### config.mk
export PLATFORM = sky130hd
export DESIGN_NAME = sorted_symbol_set_unit_flat
export DESIGN_NICKNAME = d
export VERILOG_FILES = /design/src/sss_pkg.sv /design/src/sss_in_if.sv /design/src/sss_out_if.sv /design/src/sorted_symbol_set_unit.sv /design/src/flat_wrapper.sv
export SDC_FILE = /design/constraint.sdc
export NUM_CORES = 1
export LEC_CHECK = 0
export BUFFER_PORTS_ARGS = -buffer_cell sky130_fd_sc_hd__buf_2
export CAP_MARGIN = 20
export CELL_PAD_IN_SITES_DETAIL_PLACEMENT = 1
export CELL_PAD_IN_SITES_GLOBAL_PLACEMENT = 2
export CORE_MARGIN = 1
export CORE_UTILIZATION = 30
export CTS_CLUSTER_DIAMETER = 100
export CTS_CLUSTER_SIZE = 8
export DETAILED_ROUTE_END_ITERATION = 8
export PLACE_DENSITY = 0.55
export SETUP_SLACK_MARGIN = 0.05
export SLEW_MARGIN = 20
export SYNTH_ARGS = -nofsm -noshare
export SYNTH_HDL_FRONTEND = slang
export SYNTH_SLANG_ARGS = --single-unit
### constraint.sdc
create_clock -name clk_i -period 7.27 [get_ports clk_i]
set_input_delay 0 -clock clk_i [delete_from_list [all_inputs] [get_ports clk_i]]
set_output_delay 0 -clock clk_i [all_outputs]
set_load 0.05 [all_outputs]
### src/sss_pkg.sv
`timescale 1ns / 1ps
// Shared constants and types for the sorted symbol set unit.
// Used by the channel interfaces, the top level and its checker.
package sss_pkg;

  localparam int unsigned SetDepth  = 64;
  localparam int unsigned CodeWidth = 8;
  localparam int unsigned IdxW      = $clog2(SetDepth);
  localparam int unsigned CntW      = IdxW + 1;

  // Fixed field widths of the channels.
  localparam int unsigned SymbolW   = 8;
  localparam int unsigned PositionW = 7;

  typedef enum logic {
    MODE_INSERT = 1'b0,
    MODE_LOOKUP = 1'b1
  } mode_e;

  typedef enum logic [4:0] {
    S_IDLE   = 5'b00001,
    S_SEARCH = 5'b00010,
    S_SHIFT  = 5'b00100,
    S_PLACE  = 5'b01000,
    S_FINISH = 5'b10000
  } state_e;

endpackage

### src/sss_in_if.sv
`timescale 1ns / 1ps
// Request channel of the sorted symbol set unit: operation and symbol code.
// Depends on sss_pkg.
interface sss_in_if import sss_pkg::*; ();
  logic                 valid;
  logic                 ready;
  mode_e                mode;
  logic [SymbolW-1:0]   symbol;

  modport source (output valid, output mode, output symbol, input ready);
  modport sink   (input valid, input mode, input symbol, output ready);
endinterface

### src/sss_out_if.sv
`timescale 1ns / 1ps
// Response channel of the sorted symbol set unit.
// Depends on sss_pkg.
interface sss_out_if import sss_pkg::*; ();
  logic                 valid;
  logic                 ready;
  logic                 found;
  logic [PositionW-1:0] position;
  logic [PositionW-1:0] entry_count;
  logic                 overflow;

  modport source (output valid, output found, output position, output entry_count,
                  output overflow, input ready);
  modport sink   (input valid, input found, input position, input entry_count,
                  input overflow, output ready);
endinterface

### src/sorted_symbol_set_unit.sv
`timescale 1ns / 1ps
// Sorted symbol set: ascending set of distinct codes in a single-port-read RAM.
// Depends on sss_pkg, sss_in_if and sss_out_if.

// The unit handles one transaction at a time. A lookup runs a binary search
// over the entry RAM, one probe per cycle because the compare of one read
// selects the address of the next. An insert of a new code into a set that is
// not full then moves the entries above the insertion point up by one, one
// entry per cycle through the RAM's read and write ports, and writes the code;
// on a full set it is refused with the overflow flag. The next request is
// accepted once the current result is loaded into the output register, while
// that result may still wait to be taken. The entry RAM needs no clearing
// after reset.
module sorted_symbol_set_unit import sss_pkg::*; (
  input  logic          clk_i,
  input  logic          rst_ni,
  sss_in_if.sink        in_i,
  sss_out_if.source     out_o
);

  // Entry storage.
  logic [CodeWidth-1:0] mem [SetDepth];
  logic [CodeWidth-1:0] rdata_q;
  logic                 re;
  logic [IdxW-1:0]      raddr;
  logic                 we;
  logic [IdxW-1:0]      waddr;
  logic [CodeWidth-1:0] wdata;

  state_e               state_q, state_d;
  logic [CntW-1:0]      count_q, count_d;
  logic [CntW-1:0]      lo_q, lo_d;
  logic [CntW-1:0]      hi_q, hi_d;
  logic [CntW-1:0]      mid_q, mid_d;
  logic                 fnd_q, fnd_d;
  logic                 pend_q, pend_d;
  logic                 ovf_q, ovf_d;
  mode_e                mode_q, mode_d;
  logic [CodeWidth-1:0] code_q, code_d;
  logic [CntW-1:0]      rem_q, rem_d;
  logic [IdxW-1:0]      ridx_q, ridx_d;
  logic [IdxW-1:0]      sh_waddr_q, sh_waddr_d;

  logic                 out_valid_q, out_valid_d;
  logic                 out_found_q, out_found_d;
  logic [CntW-1:0]      out_pos_q, out_pos_d;
  logic [CntW-1:0]      out_cnt_q, out_cnt_d;
  logic                 out_ovf_q, out_ovf_d;

  logic [CntW-1:0]      lo_c, hi_c, mid_c;
  logic                 fnd_c;

  assign in_i.ready        = (state_q == S_IDLE);
  assign out_o.valid       = out_valid_q;
  assign out_o.found       = out_found_q;
  assign out_o.position    = PositionW'(out_pos_q);
  assign out_o.entry_count = PositionW'(out_cnt_q);
  assign out_o.overflow    = out_ovf_q;

  // Search step: fold in the previous probe, then pick the next midpoint.
  always_comb begin
    lo_c  = lo_q;
    hi_c  = hi_q;
    fnd_c = fnd_q;
    if (pend_q) begin
      if (rdata_q < code_q) begin
        lo_c = mid_q + CntW'(1);
      end else begin
        hi_c  = mid_q;
        fnd_c = (rdata_q == code_q);
      end
    end
    mid_c = lo_c + ((hi_c - lo_c) >> 1);
  end

  always_comb begin
    state_d     = state_q;
    count_d     = count_q;
    lo_d        = lo_q;
    hi_d        = hi_q;
    mid_d       = mid_q;
    fnd_d       = fnd_q;
    pend_d      = 1'b0;
    ovf_d       = ovf_q;
    mode_d      = mode_q;
    code_d      = code_q;
    rem_d       = rem_q;
    ridx_d      = ridx_q;
    sh_waddr_d  = sh_waddr_q;
    out_valid_d = out_valid_q;
    out_found_d = out_found_q;
    out_pos_d   = out_pos_q;
    out_cnt_d   = out_cnt_q;
    out_ovf_d   = out_ovf_q;
    re          = 1'b0;
    raddr       = mid_c[IdxW-1:0];
    we          = 1'b0;
    waddr       = sh_waddr_q;
    wdata       = rdata_q;

    if (out_valid_q && out_o.ready) begin
      out_valid_d = 1'b0;
    end

    case (state_q)
      S_IDLE: begin
        if (in_i.valid) begin
          mode_d  = in_i.mode;
          code_d  = in_i.symbol[CodeWidth-1:0];
          lo_d    = '0;
          hi_d    = count_q;
          fnd_d   = 1'b0;
          ovf_d   = 1'b0;
          state_d = S_SEARCH;
        end
      end
      S_SEARCH: begin
        lo_d  = lo_c;
        hi_d  = hi_c;
        fnd_d = fnd_c;
        if (lo_c < hi_c) begin
          re     = 1'b1;
          mid_d  = mid_c;
          pend_d = 1'b1;
        end else if (mode_q == MODE_INSERT && !fnd_c) begin
          if (count_q == CntW'(SetDepth)) begin
            ovf_d   = 1'b1;
            state_d = S_FINISH;
          end else if (count_q > lo_c) begin
            rem_d   = count_q - lo_c;
            ridx_d  = IdxW'(count_q - CntW'(1));
            state_d = S_SHIFT;
          end else begin
            state_d = S_PLACE;
          end
        end else begin
          state_d = S_FINISH;
        end
      end
      S_SHIFT: begin
        // Read entry ridx while the entry read last cycle lands one slot up.
        if (pend_q) begin
          we = 1'b1;
        end
        if (rem_q != '0) begin
          re         = 1'b1;
          raddr      = ridx_q;
          sh_waddr_d = ridx_q + IdxW'(1);
          ridx_d     = ridx_q - IdxW'(1);
          rem_d      = rem_q - CntW'(1);
          pend_d     = 1'b1;
        end else begin
          state_d = S_PLACE;
        end
      end
      S_PLACE: begin
        we      = 1'b1;
        waddr   = lo_q[IdxW-1:0];
        wdata   = code_q;
        count_d = count_q + CntW'(1);
        state_d = S_FINISH;
      end
      S_FINISH: begin
        if (!out_valid_q || out_o.ready) begin
          out_valid_d = 1'b1;
          out_found_d = fnd_q;
          out_pos_d   = lo_q;
          out_cnt_d   = count_q;
          out_ovf_d   = ovf_q;
          state_d     = S_IDLE;
        end
      end
      default: begin
        state_d = S_IDLE;
      end
    endcase
  end

  always_ff @(posedge clk_i or negedge rst_ni) begin
    if (!rst_ni) begin
      state_q     <= S_IDLE;
      count_q     <= '0;
      pend_q      <= 1'b0;
      out_valid_q <= 1'b0;
    end else begin
      state_q     <= state_d;
      count_q     <= count_d;
      pend_q      <= pend_d;
      out_valid_q <= out_valid_d;
    end
  end

  always_ff @(posedge clk_i) begin
    lo_q        <= lo_d;
    hi_q        <= hi_d;
    mid_q       <= mid_d;
    fnd_q       <= fnd_d;
    ovf_q       <= ovf_d;
    mode_q      <= mode_d;
    code_q      <= code_d;
    rem_q       <= rem_d;
    ridx_q      <= ridx_d;
    sh_waddr_q  <= sh_waddr_d;
    out_found_q <= out_found_d;
    out_pos_q   <= out_pos_d;
    out_cnt_q   <= out_cnt_d;
    out_ovf_q   <= out_ovf_d;
  end

  always_ff @(posedge clk_i) begin
    if (we) begin
      mem[waddr] <= wdata;
    end
    if (re) begin
      rdata_q <= mem[raddr];
    end
  end

endmodule

### src/flat_wrapper.sv
// flat-port wrapper written by rule: the top's interface ports become plain ports
module sorted_symbol_set_unit_flat import sss_pkg::*;
  (clk_i, rst_ni, in_i_valid, in_i_mode, in_i_symbol, in_i_ready, out_o_valid, out_o_found, out_o_position, out_o_entry_count, out_o_overflow, out_o_ready);
  sss_in_if in_i_i ();
  sss_out_if out_o_i ();
  input  logic clk_i;
  input  logic rst_ni;
  input wire logic [$bits(in_i_i.valid)-1:0] in_i_valid;
  input wire logic [$bits(in_i_i.mode)-1:0] in_i_mode;
  input wire logic [$bits(in_i_i.symbol)-1:0] in_i_symbol;
  output wire logic [$bits(in_i_i.ready)-1:0] in_i_ready;
  output wire logic [$bits(out_o_i.valid)-1:0] out_o_valid;
  output wire logic [$bits(out_o_i.found)-1:0] out_o_found;
  output wire logic [$bits(out_o_i.position)-1:0] out_o_position;
  output wire logic [$bits(out_o_i.entry_count)-1:0] out_o_entry_count;
  output wire logic [$bits(out_o_i.overflow)-1:0] out_o_overflow;
  input wire logic [$bits(out_o_i.ready)-1:0] out_o_ready;
  assign in_i_i.valid = in_i_valid;
  assign in_i_i.mode = in_i_mode;
  assign in_i_i.symbol = in_i_symbol;
  assign in_i_ready = in_i_i.ready;
  assign out_o_valid = out_o_i.valid;
  assign out_o_found = out_o_i.found;
  assign out_o_position = out_o_i.position;
  assign out_o_entry_count = out_o_i.entry_count;
  assign out_o_overflow = out_o_i.overflow;
  assign out_o_i.ready = out_o_ready;
  sorted_symbol_set_unit u_core (.clk_i(clk_i), .rst_ni(rst_ni), .in_i(in_i_i), .out_o(out_o_i));
endmodule
=== Yosys cells after proc, flatten, opt, wreduce, memory -nomap -nowiden ===
Memory sizes are Yosys's and may differ from the RTL's. A register that Yosys moved wholly into a read port is not among the register bits.
Index checks and enable logic that the tools add are counted.

* Bits in writable memories: 512
* Flip-flop bits (word level): 81
* Input bits: 13
* Memories kept: 1
* Output and inout bits: 18
* Logic and storage cells: 114

* Reduce and logical (&&, ||, !) cells: 16
* Mux-type cells: 50
* Add/subtract/negate cells: 9
* Order comparisons: 3
* Bitwise gates (word level): 1
* Equal/unequal tests: 16

{| class="wikitable"
|+ Memory list
! name !! words !! width !! read ports !! clocked after memory_dff !! wr ports !! line !! source
|-
| u_core.mem || 64 || 8 || 1 || 1 || 1 || sorted_symbol_set_unit.sv:22 || <nowiki>logic [CodeWidth-1:0] mem [SetDepth];</nowiki>
|}

{| class="wikitable"
|+ Operators with widths
! cell !! number
|-
| $mux W7 || 11
|-
| $mux W6 || 8
|-
| $pmux W7 S2 || 3
|-
| $mux W5 || 6
|-
| $pmux W5 S5 || 1
|-
| $add A7 B1 Y7 const B || 2
|-
| $mux W1 || 14
|-
| $sub A7 B7 Y7 || 2
|-
| $pmux W6 S2 || 1
|-
| $sub A6 B1 Y6 const B || 2
|-
| $ne A2 B1 Y1 const B || 5
|-
| $reduce_and A2 Y1 || 5
|-
| $eq A8 B8 Y1 || 1
|-
| $lt A8 B8 Y1 || 1
|-
| $mux W8 || 1
|-
| $ne A2 B2 Y1 const B || 4
|-
| $pmux W1 S2 || 4
|-
| $add A7 B6 Y7 || 1
|-
| $eq A7 B7 Y1 const B || 1
|-
| $gt A7 B7 Y1 || 1
|-
| $lt A7 B7 Y1 || 1
|-
| $reduce_bool A7 Y1 || 1
|-
| $sub A7 B1 Y7 const B || 1
|-
| $add A6 B1 Y6 const B || 1
|-
| 14 further kinds || 17
|}

=== Depth between registers and ports, before layout ===
* Depth in word-level cells: 9
* Gate-level depth with buffers: 25

=== Worst setup path before layout ===
No wires, ideal clock.

* Path type: reg2reg
* Start point: register u_core.rdata_q[1], read port of u_core.mem
* End point: register u_core.rdata_q[6], read port of u_core.mem, data pin
* Buffers on the path: 3
* Arrival time: 4829 ps
* Slack: 2173 ps
* Library setup time: 268 ps
* Stages on the path, launching flop included: 21
* Path through: edfxtp_1 ha_1 nor2b_4 o211ai_2 a21oi_4 o21ai_1 mux2i_1 ha_1 fa_1 xnor2_1 xnor2_1 ha_1 mux2i_1 buf_2 buf_2 clkbuf_1 mux4_2 mux2i_1 mux2i_1 a22oi_1 o221ai_2

* Longest elaborated chain between the ends: 7
* Elaborated cells on any way between the ends: 12
* Those cells by class: 2 x add/sub; 2 x order compare; 8 x mux

{| class="wikitable"
|+ RTL lines
! item !! line !! source
|-
| start, declared || sorted_symbol_set_unit.sv:23 || <nowiki>logic [CodeWidth-1:0] rdata_q;</nowiki>
|-
| $lt A8 B8 Y1 (*) || sorted_symbol_set_unit.sv:66 || <nowiki>if (rdata_q < code_q) begin</nowiki>
|-
| $mux W7 || sorted_symbol_set_unit.sv:66 ||
|-
| $mux W7 || sorted_symbol_set_unit.sv:65 || <nowiki>if (pend_q) begin</nowiki>
|-
| $sub A7 B7 Y7 || sorted_symbol_set_unit.sv:73 || <nowiki>mid_c = lo_c + ((hi_c - lo_c) >> 1);</nowiki>
|-
| $add A7 B6 Y7 (*) || sorted_symbol_set_unit.sv:73 ||
|-
| net u_core.mid_c[1] || sorted_symbol_set_unit.sv:50 || <nowiki>logic [CntW-1:0] lo_c, hi_c, mid_c;</nowiki>
|-
| $mux W6 || sorted_symbol_set_unit.sv:145 || <nowiki>if (rem_q != '0) begin</nowiki>
|-
| $mux W6 (*) || sorted_symbol_set_unit.sv:105 || <nowiki>case (state_q)</nowiki>
|}

The timed path passes the listed nets; every way through them passes the cells marked *.
A chain may end at the register's enable or synchronous reset.

=== Worst setup path in the final report ===
* Start point: register u_core.code_q[1]
* End point: register u_core.rdata_q[1], read port of u_core.mem, data pin

* Longest elaborated chain between the ends: 7
* Elaborated cells on any way between the ends: 12
* Those cells by class: 2 x add/sub; 2 x order compare; 8 x mux

{| class="wikitable"
|+ RTL lines
! item !! line !! source
|-
| start, declared || sorted_symbol_set_unit.sv:39 || <nowiki>logic [CodeWidth-1:0] code_q, code_d;</nowiki>
|-
| start signal, assigned || sorted_symbol_set_unit.sv:200 || <nowiki>code_q <= code_d;</nowiki>
|-
| $lt A8 B8 Y1 (*) || sorted_symbol_set_unit.sv:66 ||
|-
| $mux W7 || sorted_symbol_set_unit.sv:66 ||
|-
| $mux W7 || sorted_symbol_set_unit.sv:65 ||
|-
| $sub A7 B7 Y7 || sorted_symbol_set_unit.sv:73 ||
|-
| $add A7 B6 Y7 (*) || sorted_symbol_set_unit.sv:73 ||
|-
| net u_core.mid_c[1] || sorted_symbol_set_unit.sv:50 ||
|-
| $mux W6 || sorted_symbol_set_unit.sv:145 ||
|-
| $mux W6 (*) || sorted_symbol_set_unit.sv:105 ||
|}

Marks and branches as above.

==> results.md <==
Clocking:
- Clock tree synthesis selected as its root buffer the cell clkbuf_16.
- The level count of the clock H-tree is 3.
- TritonCTS built the clock tree.
- The maximum buffer depth of the clock tree is 3.
- The number of clock buffers inserted by TritonCTS is 85.
- The clock latency reported for the late side of the worst-skew pair is 0.63 ns.
- The number of buffers inserted to repair setup after CTS is 0.
- After clock tree synthesis, the clock-pin slew on the worst setup and hold paths is 0.05 ns.
- The tree built by TritonCTS fans out to 601 sinks.

Global route:
- The pin count of the biggest net entering global routing is 65.
- The via count of the first global-routing pass was 14000.
- The overall track demand over capacity in global routing is 0.155.
- The initial antenna violation count is 0.
- The first global-routing pass estimated 96700 um of wire.
- The total overflow left after global routing is 0.

Place:
- The routability-driven placement congestion ratio is 0.742.
- The count of port buffers added during placement is 30.
- OpenSTA, run right after detailed placement, puts the worst setup slack at 0.905 ns.
- The wire-length estimate of the detail-placed layout is 42600 um.

Drt:
- The routed layout has 12800 vias.
- The total wire length after detailed routing is 65200 um.
- In the routed design, unresolved DRC markers number 0.
- Dividing the detail-routed wire length by the instance count gives 25.2 um.
- The first TritonRoute pass finished after 5 iterations.
- The count of antenna-violating nets left after detailed routing is 0.
- For this block, the initial DRC count from the detailed router was 709.
- Using the TritonRoute via totals, the vias-per-cell ratio works out to 4.95.

Synthesis:
- The leading register cell type out of synthesis is edfxtp_1.
- Counting flops with an async set or reset pin after synthesis yields a share of 0.0233.
- The part of the Yosys area used for sequential elements is 0.712.
- The mean cell area of the mapped netlist is 18.4 sq um.
- The flip-flop and latch count after synthesis is 601.
- The instance count of the mapped netlist is 1375.
- The count of cell types in the netlist is 72.
- The post-synth net total is 1422.
- The yosys synthesis warning count is 0.
- The number of synthesized flops with an enable pin is 587.
- The cell area that synthesis handed to floorplanning was 25200 sq um.

Timing:
- The sum of negative setup slack is 0 ns.
- Once routing completed, OpenROAD measured the worst setup slack at 0.978 ns.
- The final-report hold violation count came to 0.
- The final number of setup-violating endpoints is 0.
- The clock arrives with 0.0226 ns of skew.
- The worst slew margin relative to its limit is 0.280.
- The minimum period implied by the final worst setup slack is 6.29 ns.
- The final number of max-transition violations is 0.
- At the pin with the least slew margin, the transition time is 1.08 ns.
- The maximum clock frequency is 159 MHz.
- Of the available clock period, the critical path in the final layout requires 0.866.
- Setup repair after global routing left no endpoint under its margin.

Worst setup path:
- The element type at the critical path start is a flip-flop.
- The worst setup path category is reg2reg.
- The worst setup path endpoint is u_core.rdata_q[1].
- The most critical setup path has its startpoint at u_core.code_q[1].
- The biggest fanout along the worst timing path is 14.
- The data arrival time at the worst-slack endpoint is 6.65 ns.
- The endpoint identified for the worst register-to-register timing path is u_core.rdata_q[1].
- The worst reg-to-reg setup slack is 0.98 ns.
- Counting cells, the worst reg-to-reg path comes to 20.
- The launching point of the worst reg2reg path is u_core.code_q[1].
- At the worst endpoint, the required time is 7.63 ns.
- STA classifies the critical path endpoint as a flip-flop.

Final layout:
- The multi-input combinational cells in the finished layout cover a total of 6980 sq um.
- The core utilization of the finished layout is 0.353.
- Relative to the synthesized area, the layout overhead comes to 16.8%.
- After filler insertion, the fill cell instance count of the layout stands at 8214.
- The final layout net count is 1539.
- The most common library cell in the layout ignoring fill and taps is edfxtp_1.
- The area taken by flip-flops and latches is 18000 sq um.
- The number of inserted diodes is 0.
- In the layout the commonest cells are edfxtp_1, mux4_2, nor2_1, mux2i_1, clkbuf_16.
- The share of final-layout standard cells stronger than drive strength 1 is 0.235.

Floorplanning:
- The core region is 83400 sq um.
- The die covers 85300 sq um.
- The row count is 106.
- The die outline width is 292 um.
- 31 I/O pins were placed.
- The die outline height is 292 um.
- The effective utilization at floorplan is 0.303.

Outcome:
- The flow ran to the end, and the final reports show no timing, DRC or antenna violations.

Job:
- The max capacitance violation total is 0.

Hold path:
- The worst hold-check path type is in2reg.
==> cell usage after synthesis (4+ instances only) <==
master | count | area share
nand2_1 | 65 | 0.0097
a21o_1 | 4 | 0.0012
mux2_2 | 21 | 0.0094
buf_2 | 23 | 0.0046
nand3_1 | 20 | 0.0040
inv_1 | 30 | 0.0045
dfrtp_1 | 13 | 0.013
o22ai_1 | 8 | 0.0020
or2_2 | 5 | 0.0012
clkbuf_1 | 25 | 0.0037
o31ai_1 | 4 | 0.0012
mux2i_1 | 91 | 0.036
a21oi_1 | 27 | 0.0054
nand2b_1 | 18 | 0.0045
edfxtp_1 | 587 | 0.70
ha_1 | 33 | 0.016
nor3_1 | 8 | 0.0016
a221o_1 | 7 | 0.0028
and2_1 | 5 | 0.0012
and3_1 | 6 | 0.0015
buf_6 | 5 | 0.0022
mux4_2 | 128 | 0.11
nand4_1 | 5 | 0.0012
o21ai_0 | 22 | 0.0044
nor2_1 | 105 | 0.016
xnor2_1 | 29 | 0.010
a31oi_1 | 4 | 0.00099
xor2_1 | 13 | 0.0045
==> flip-flops by register name, indices dropped and copies added (netlist names) <==
signal,flops
u_core.pend_q,1
u_core.out_o.valid,1
u_core.sh_waddr_q,6
u_core.state_q,5
u_core.mid_q,7
u_core.rdata_q,8
u_core.code_q,8
u_core.ridx_q,6
u_core.ovf_q,1
u_core.out_o.entry_count,7
u_core.out_o.overflow,1
u_core.rem_q,7
u_core.mode_q,1
u_core.mem,512
u_core.out_o.found,1
u_core.out_o.position,7
u_core.hi_q,7
u_core.fnd_q,1
u_core.count_q,7
u_core.lo_q,7
==> what timing repair did <==
| item | CTS | global route |
|---|---|---|
| hold buffers | 15 | 0 |
| gates resized for setup | 0 | 0 |
| endpoints found under the hold margin | 28 | 0 |
| setup endpoints to repair | 0 | 0 |
==> how the worst min path moves through the flow <==
stage / from / endpoint / slack (ns) / cells past startpoint
after floorplan: rst_ni / u_core.count_q[0] / -0.30 / 0
after global placement: rst_ni / u_core.out_o.valid / -0.07 / 1
after detailed placement: rst_ni / u_core.out_o.valid / -0.07 / 1
after CTS: in_i_symbol[5] / u_core.code_q[5] / 0.08 / 2
after global routing: in_i_symbol[4] / u_core.code_q[4] / 0.09 / 2
final: in_i_mode / u_core.mode_q / 0.11 / 2
==> routing by layer <==
layer | track usage | share of wire
met4 | 0.0462 | 0.022
met3 | 0.0218 | 0.027
met2 | 0.251 | 0.48
met5 | 0 | 0
met1 | 0.217 | 0.47
==> worst max-delay path: stages, from the launching register on <==
cell	delay (ns)
edfxtp_1	0.37
inv_1	0.13
ha_1	0.27
nor2b_4	0.14
o211ai_2	0.23
a21oi_4	0.11
o21ai_1	0.69
mux2i_1	0.21
ha_1	0.29
fa_1	0.45
xnor2_1	0.36
xnor2_1	0.19
ha_1	0.30
mux2i_4	0.42
buf_4	0.36
buf_4	0.23
mux4_2	0.30
mux2i_1	0.21
mux2_2	0.23
o22ai_1	0.19
a221o_1	0.33
==> through the flow <==
| step | cell area (sq um) | std cells | hold WS (ns) |
|---|---|---|---|
| 2_1_floorplan | 25200 | 1375 | -0.296 |
| 3_3_place_gp | 27000 | 2469 | -0.0745 |
| 3_5_place_dp | 27000 | 2470 | -0.0733 |
| 4_1_cts | 29500 | 2584 | 0.0816 |
| 5_1_grt | 29500 | 2584 | 0.0905 |
| 6_report | 29500 | 2584 | 0.108 |
==> cells by family after synthesis <==
logic type | count (synthesis) | synth area share
flops | 601 | 0.712
simple gates | 254 | 0.0457
mux | 241 | 0.160
compound gates | 108 | 0.0303
buf+inv | 90 | 0.0168
xor+xnor | 44 | 0.0163
fa+ha+maj | 37 | 0.0183
==> final cells by class <==
type | instances | share of cell area
tap | 1080 | 0.0458
clock buffer | 93 | 0.0739
clock inverter | 6 | 0.00386
timing repair buffer | 87 | 0.0256
sequential | 601 | 0.610
multi-input combinational | 684 | 0.237
inverter | 33 | 0.00420
Power is left out: the tool's default activity adds up to more than one toggle a clock period on the data nets, which glitch-free logic cannot reach.
